==> config.mk <==
export PLATFORM = sky130hd
export DESIGN_NAME = sacwt_ctrl
export DESIGN_NICKNAME = d
export VERILOG_FILES = /design/src/rtl/sacwt_pkg.sv /design/src/rtl/sacwt_ctrl.sv
export SDC_FILE = /design/constraint.sdc
export NUM_CORES = 1
export LEC_CHECK = 0
export BUFFER_PORTS_ARGS = -buffer_cell sky130_fd_sc_hd__buf_2
export CAP_MARGIN = 20
export CORE_AREA = 2 2 39 41
export CTS_CLUSTER_SIZE = 20
export DETAILED_ROUTE_END_ITERATION = 7
export DIE_AREA = 0 0 41 43
export PLACE_DENSITY = 0.54
export SLEW_MARGIN = 20
export SYNTH_ARGS = -nofsm -noshare
export SYNTH_HDL_FRONTEND = slang
export SYNTH_SLANG_ARGS = --single-unit
==> constraint.sdc <==
create_clock -name clk -period 1.87 [get_ports clk]
set_input_delay 0.0935 -clock clk [delete_from_list [all_inputs] [get_ports clk]]
set_output_delay 0.0935 -clock clk [all_outputs]
set_load 0.05 [all_outputs]
==> src/rtl/sacwt_pkg.sv <==
`timescale 1ns / 1ps
`default_nettype none
package sacwt_pkg;
  localparam int MEM_BYTES = 65536;
  localparam int CACHE_BYTES = 4096;
  localparam int BLOCK_BYTES = 64;
  localparam int WAYS = 4;
  localparam int ADDR_BITS = 16;
  localparam int SET_RAW = CACHE_BYTES / (BLOCK_BYTES * WAYS);
  localparam int SET_COUNT = (SET_RAW > 0) ? SET_RAW : 1;
  localparam int LINE_COUNT = SET_COUNT * WAYS;
  localparam int OFF_W = $clog2(BLOCK_BYTES);
  localparam int SET_W = (SET_COUNT > 1) ? $clog2(SET_COUNT) : 1;
  localparam int WAY_W = (WAYS > 1) ? $clog2(WAYS) : 1;
  localparam int LINE_W = $clog2(LINE_COUNT) > 0 ? $clog2(LINE_COUNT) : 1;
  localparam int MEM_W = $clog2(MEM_BYTES);
  localparam int TAG_RAW = MEM_W - OFF_W - $clog2(SET_COUNT);
  localparam int TAG_W = (TAG_RAW > 0) ? TAG_RAW : 1;
  localparam int RANK_W = $clog2(WAYS + 1);
  localparam int LDATA_W = $clog2(LINE_COUNT * BLOCK_BYTES);
  localparam logic [7:0] BAD_ADDR_BYTE = 8'd32;
  localparam logic [31:0] COUNT_MAX = 32'hFFFF_FFFF;

  typedef enum logic [3:0] {
    ST_IDLE, ST_LOOK, ST_FILL_RD, ST_FILL, ST_RDHIT, ST_RDOUT, ST_WR, ST_DIV, ST_DONE,
    ST_CLEAR
  } sacwt_state_t;

  typedef struct packed {
    logic latch;
    logic look;
    logic fill_start;
    logic fill_step;
    logic fill_end;
    logic rd_issue;
    logic rd_take;
    logic wr_do;
    logic div_start;
    logic clr_step;
    logic emit;
  } sacwt_cmd_t;

  typedef struct packed {
    logic bad;
    logic is_wr;
    logic hit;
    logic fill_last;
    logic div_done;
    logic clr_last;
  } sacwt_sts_t;
endpackage
`default_nettype wire

==> src/rtl/sacwt_ctrl.sv <==
`timescale 1ns / 1ps
`default_nettype none
module sacwt_ctrl (
  input  wire logic                  clk,
  input  wire logic                  rst_n,
  input  wire logic                  start,
  output logic                       busy,
  output sacwt_pkg::sacwt_cmd_t      cmd,
  input  wire sacwt_pkg::sacwt_sts_t sts
);
  import sacwt_pkg::*;
  sacwt_state_t state_r, state_nxt;

  always_ff @(posedge clk) begin
    if (!rst_n) state_r <= ST_CLEAR;
    else state_r <= state_nxt;
  end

  always_comb begin
    state_nxt = state_r;
    cmd = '0;
    busy = 1'b1;
    case (state_r)
      ST_CLEAR: begin
        cmd.clr_step = 1'b1;
        if (sts.clr_last) state_nxt = ST_IDLE;
      end
      ST_IDLE: begin
        busy = 1'b0;
        if (start) begin
          cmd.latch = 1'b1;
          state_nxt = ST_LOOK;
        end
      end
      ST_LOOK: begin
        cmd.look = 1'b1;
        if (sts.bad) state_nxt = ST_DIV;
        else if (sts.is_wr) state_nxt = ST_WR;
        else if (sts.hit) state_nxt = ST_RDHIT;
        else begin
          cmd.fill_start = 1'b1;
          state_nxt = ST_FILL_RD;
        end
      end
      ST_FILL_RD: begin
        cmd.fill_step = 1'b1;
        state_nxt = ST_FILL;
      end
      ST_FILL: begin
        cmd.fill_step = 1'b1;
        if (sts.fill_last) begin
          cmd.fill_end = 1'b1;
          state_nxt = ST_RDHIT;
        end
      end
      ST_RDHIT: begin
        cmd.rd_issue = 1'b1;
        state_nxt = ST_RDOUT;
      end
      ST_RDOUT: begin
        cmd.rd_take = 1'b1;
        cmd.div_start = 1'b1;
        state_nxt = ST_DIV;
      end
      ST_WR: begin
        cmd.wr_do = 1'b1;
        cmd.div_start = 1'b1;
        state_nxt = ST_DIV;
      end
      ST_DIV: begin
        if (sts.div_done) state_nxt = ST_DONE;
      end
      ST_DONE: begin
        cmd.emit = 1'b1;
        state_nxt = ST_IDLE;
      end
      default: state_nxt = ST_IDLE;
    endcase
  end
endmodule
`default_nettype wire

==> impl_results.md <==
* Clock Sinks at 4
* Biggest register: state_r
* Post-synth top cells: 7 x nor2_1, 4 x dfxtp_1, 4 x inv_1, 4 x nand2_1
* Tightest Pin Transition at 0.3580 ns
* Number of global-route vias before repair at 365
* Pre-CTS WS at 0.3336 ns
* Core Footprint at 1384 um2
* Layout fillers at 148
* Mux cell area share after synthesis at 6.734%
* ANT cells at 0
* Yosys top cell area share at 21.55%
* RePlAce Congestion at 0.7648
* Number of flops mapped to enable cells by yosys at 0
* Synth Warn # at 0
* Slew headroom at 75.80%
* Largest net degree at the start of global routing at 13
* Clk slew on worst S/H paths at 0.04 ns
* # port buffers at 20
* Final min period at 1.637 ns
* Top cells by area in the synthesized netlist: dfxtp_1 22%, nor2_1 7.1%, nor4b_1 4.7%, buf_2 4.0%, nor3_1 4.0%
* # hold bufs at CTS at 0
* Via Count at 455
* Initial antenna violation count at 0
* Post-DP HPWL at 759.8 um
* RSZ-0062 raised after global routing: no
* Clock latency on the worst-skew pair at 0.24 ns
* Initial Util at 26.85%
* Critical Path RT at 1.78 ns
* Die X at 41 um
* Slew Limit Fails at 0
* Chip Height at 43 um
* Net Switching at 0.0001662 W
* Pwr Density at 771.1 nW/um2
* Mapped cell area at 371.6 um2
* GRT Max-Usage Layer: met2
* Crit path cell chain: nand2_1 -> nor4b_2 -> buf_2
* Mean routed wirelength per cell at 11.73 um
* Post-CTS Resized at 0
* Nets at 80
* FF+latch count, synth at 4
* Avg Cell Area, Syn at 7.432 um2
* Status: finished clean
* Finished Cell Area at 499.2 um2
* Share of layout cells above drive strength 1 at 40.58%
* Clk buf depth at 2
* Layout Utilization at 36.08%
* Hold Crit Class: input port to flop
* Fin worst setup slack at 0.2325 ns
* Final period util at 87.56%
* Post-CTS Repair Setup Buffers at 0
* Total GRT Usage at 13.33%
* Clock skew at 0.005007 ns
* Setup Viol. Count Final at 0
* H-tree levels at 1
* Max-cap violations at 0
* Ports at 21
* Post-DR vias/cell at 5.353
* Post-synthesis simple-gate area fraction at 36.70%
* Worst vdd ir at 0.2341 mV
* Slowest stage delay, CP at 0.53 ns
* Commonest register cell after synthesis: dfxtp_1
* Dpl cell area at 476.7 um2
* Setup TNS at 0 ns
* GR Layer Usage met3 at 3.665%
* Share of synthesized registers carrying an async set or reset at 0%
* DR iter-0 viols at 17
* Num CTS Buffers at 3
* Largest family of logic cells by synthesized area: simple AND/OR/NAND/NOR gates
* Critical Path Fanout Max at 12
* CTS tree: yes
* Most instantiated library cell after synthesis: nor2_1
* Max Freq at 610.7 MHz
* Crit. End Element: output port
* Die area at 1763 um2
* GR Util met1 at 15.97%
* Post-synthesis sequential area ratio at 21.55%
* First-pass GRT wire length at 1566 um
* Final Hold Vio Count at 0
* Initial DRT Pass Iterations at 4
* Synth area leader: dfxtp_1
* Flop pwr share at 31.2%
* Syn-to-layout area delta at 34.34%
* Met2 Track Usage GR at 19.06%
* CP Launch Type: flop
* Clock power frac at 28.9%
* Post-Syn Nets at 59
* WS Path Type: flop to output port
* Clk root buf: clkbuf_4
* Cells after synthesis at 50
* Post-synthesis xor/xnor area fraction at 0%
* Top flop regs: state_r x4
* Static leakage at 0.2455 nW
* Drt drc at 0
* Site row count at 14
* Gate power share at 39.9%
* CP arrival at 1.54 ns
* Switching Share at 43.18%
* Max stage delay cell, worst path: dfxtp_1
* Post-synth cell types at 27
* Final WL at 997 um
* Max FFs per register at 4
* Synth Area in Adders at 0%
* GRT overflow at 0
* Post-DRT Antenna Nets at 0
* Int Power at 0.0002187 W
* Synth Area in Compound Gates at 23.91%
critical path, delay by kind of cell, from the launching register on:
| family | cells | cell delay [ns] |
|---|---|---|
| buffers and inverters | 1 | 0.29 |
| DFF | 1 | 0.53 |
| and+or+nand+nor | 2 | 0.48 |
area by class of cell:
| cell class | count | area, um2 | share of cell area, % |
|---|---|---|---|
| Inverter | 4 | 15.01 | 3.008 |
| Tap cell | 16 | 20.02 | 4.010 |
| Clock buffer | 3 | 22.52 | 4.511 |
| Sequential cell | 4 | 80.08 | 16.04 |
| Timing Repair Buffer | 20 | 100.1 | 20.05 |
| Multi-Input combinational cell | 38 | 261.5 | 52.38 |
final timing paths:
path	startpoint	to	slack (ns)	depth (start not counted)
max	state_r[1]$_SDFFE_PN0P_	cmd[6]	0.23	3
min	rst_n	state_r[0]$_SDFFE_PN1P_	0.09	2
max reg2reg	state_r[2]$_SDFFE_PN0P_	state_r[3]$_SDFFE_PN1P_	0.32	3
min reg2reg	state_r[3]$_SDFFE_PN1P_	state_r[1]$_SDFFE_PN0P_	0.66	1
cell families after synthesis:
logic type	after synthesis
multiplexers	2
flip-flops	4
AO/OA/AOI/OAI	11
AND/OR/NAND/NOR	25
buffers and inverters	8
power by group through the flow:
| stage | Sequential, W | Combinational (W) | Clock, W |
|---|---|---|---|
| global route | 0.000122 | 0.000167 | 0.000121 |
| finish | 0.000120 | 0.000154 | 0.000111 |
| detailed placement | 0.000121 | 0.000154 | 0 |
| global placement | 0.000122 | 0.000155 | 0 |
| floorplan | 0.0000983 | 0.000144 | 0 |
| CTS | 0.000119 | 0.000155 | 0.000115 |
layer usage:
metal	share of wire, %	vias up
li1	-	224
met1	44	211
met2	47	16
met3	6.2	4
met4	2.7	0
met5	0	-
through the flow:
stage / power, W / cells / hold slack, ns
5_1_grt: 0.0004103 / 85 / 0.09341
3_5_place_dp: 0.0002748 / 82 / 0.3321
2_1_floorplan: 0.0002427 / 50 / 0.1824
3_3_place_gp: 0.0002766 / 82 / 0.3227
4_1_cts: 0.0003890 / 85 / 0.07980
6_report: 0.0003850 / 85 / 0.09047
cell usage in the layout (no fill, tap or decap), types with 2 or more instances in the layout:
| master | count |
|---|---|
| buf_2 | 20 |
| nor2_1 | 7 |
| inv_1 | 4 |
| nand2_1 | 4 |
| dfxtp_1 | 4 |
| clkbuf_4 | 3 |
| nand2b_1 | 2 |
| a21oi_1 | 2 |
| nor3_1 | 2 |
| or4_1 | 2 |
No activity file was read; power rests on OpenSTA's default activity.
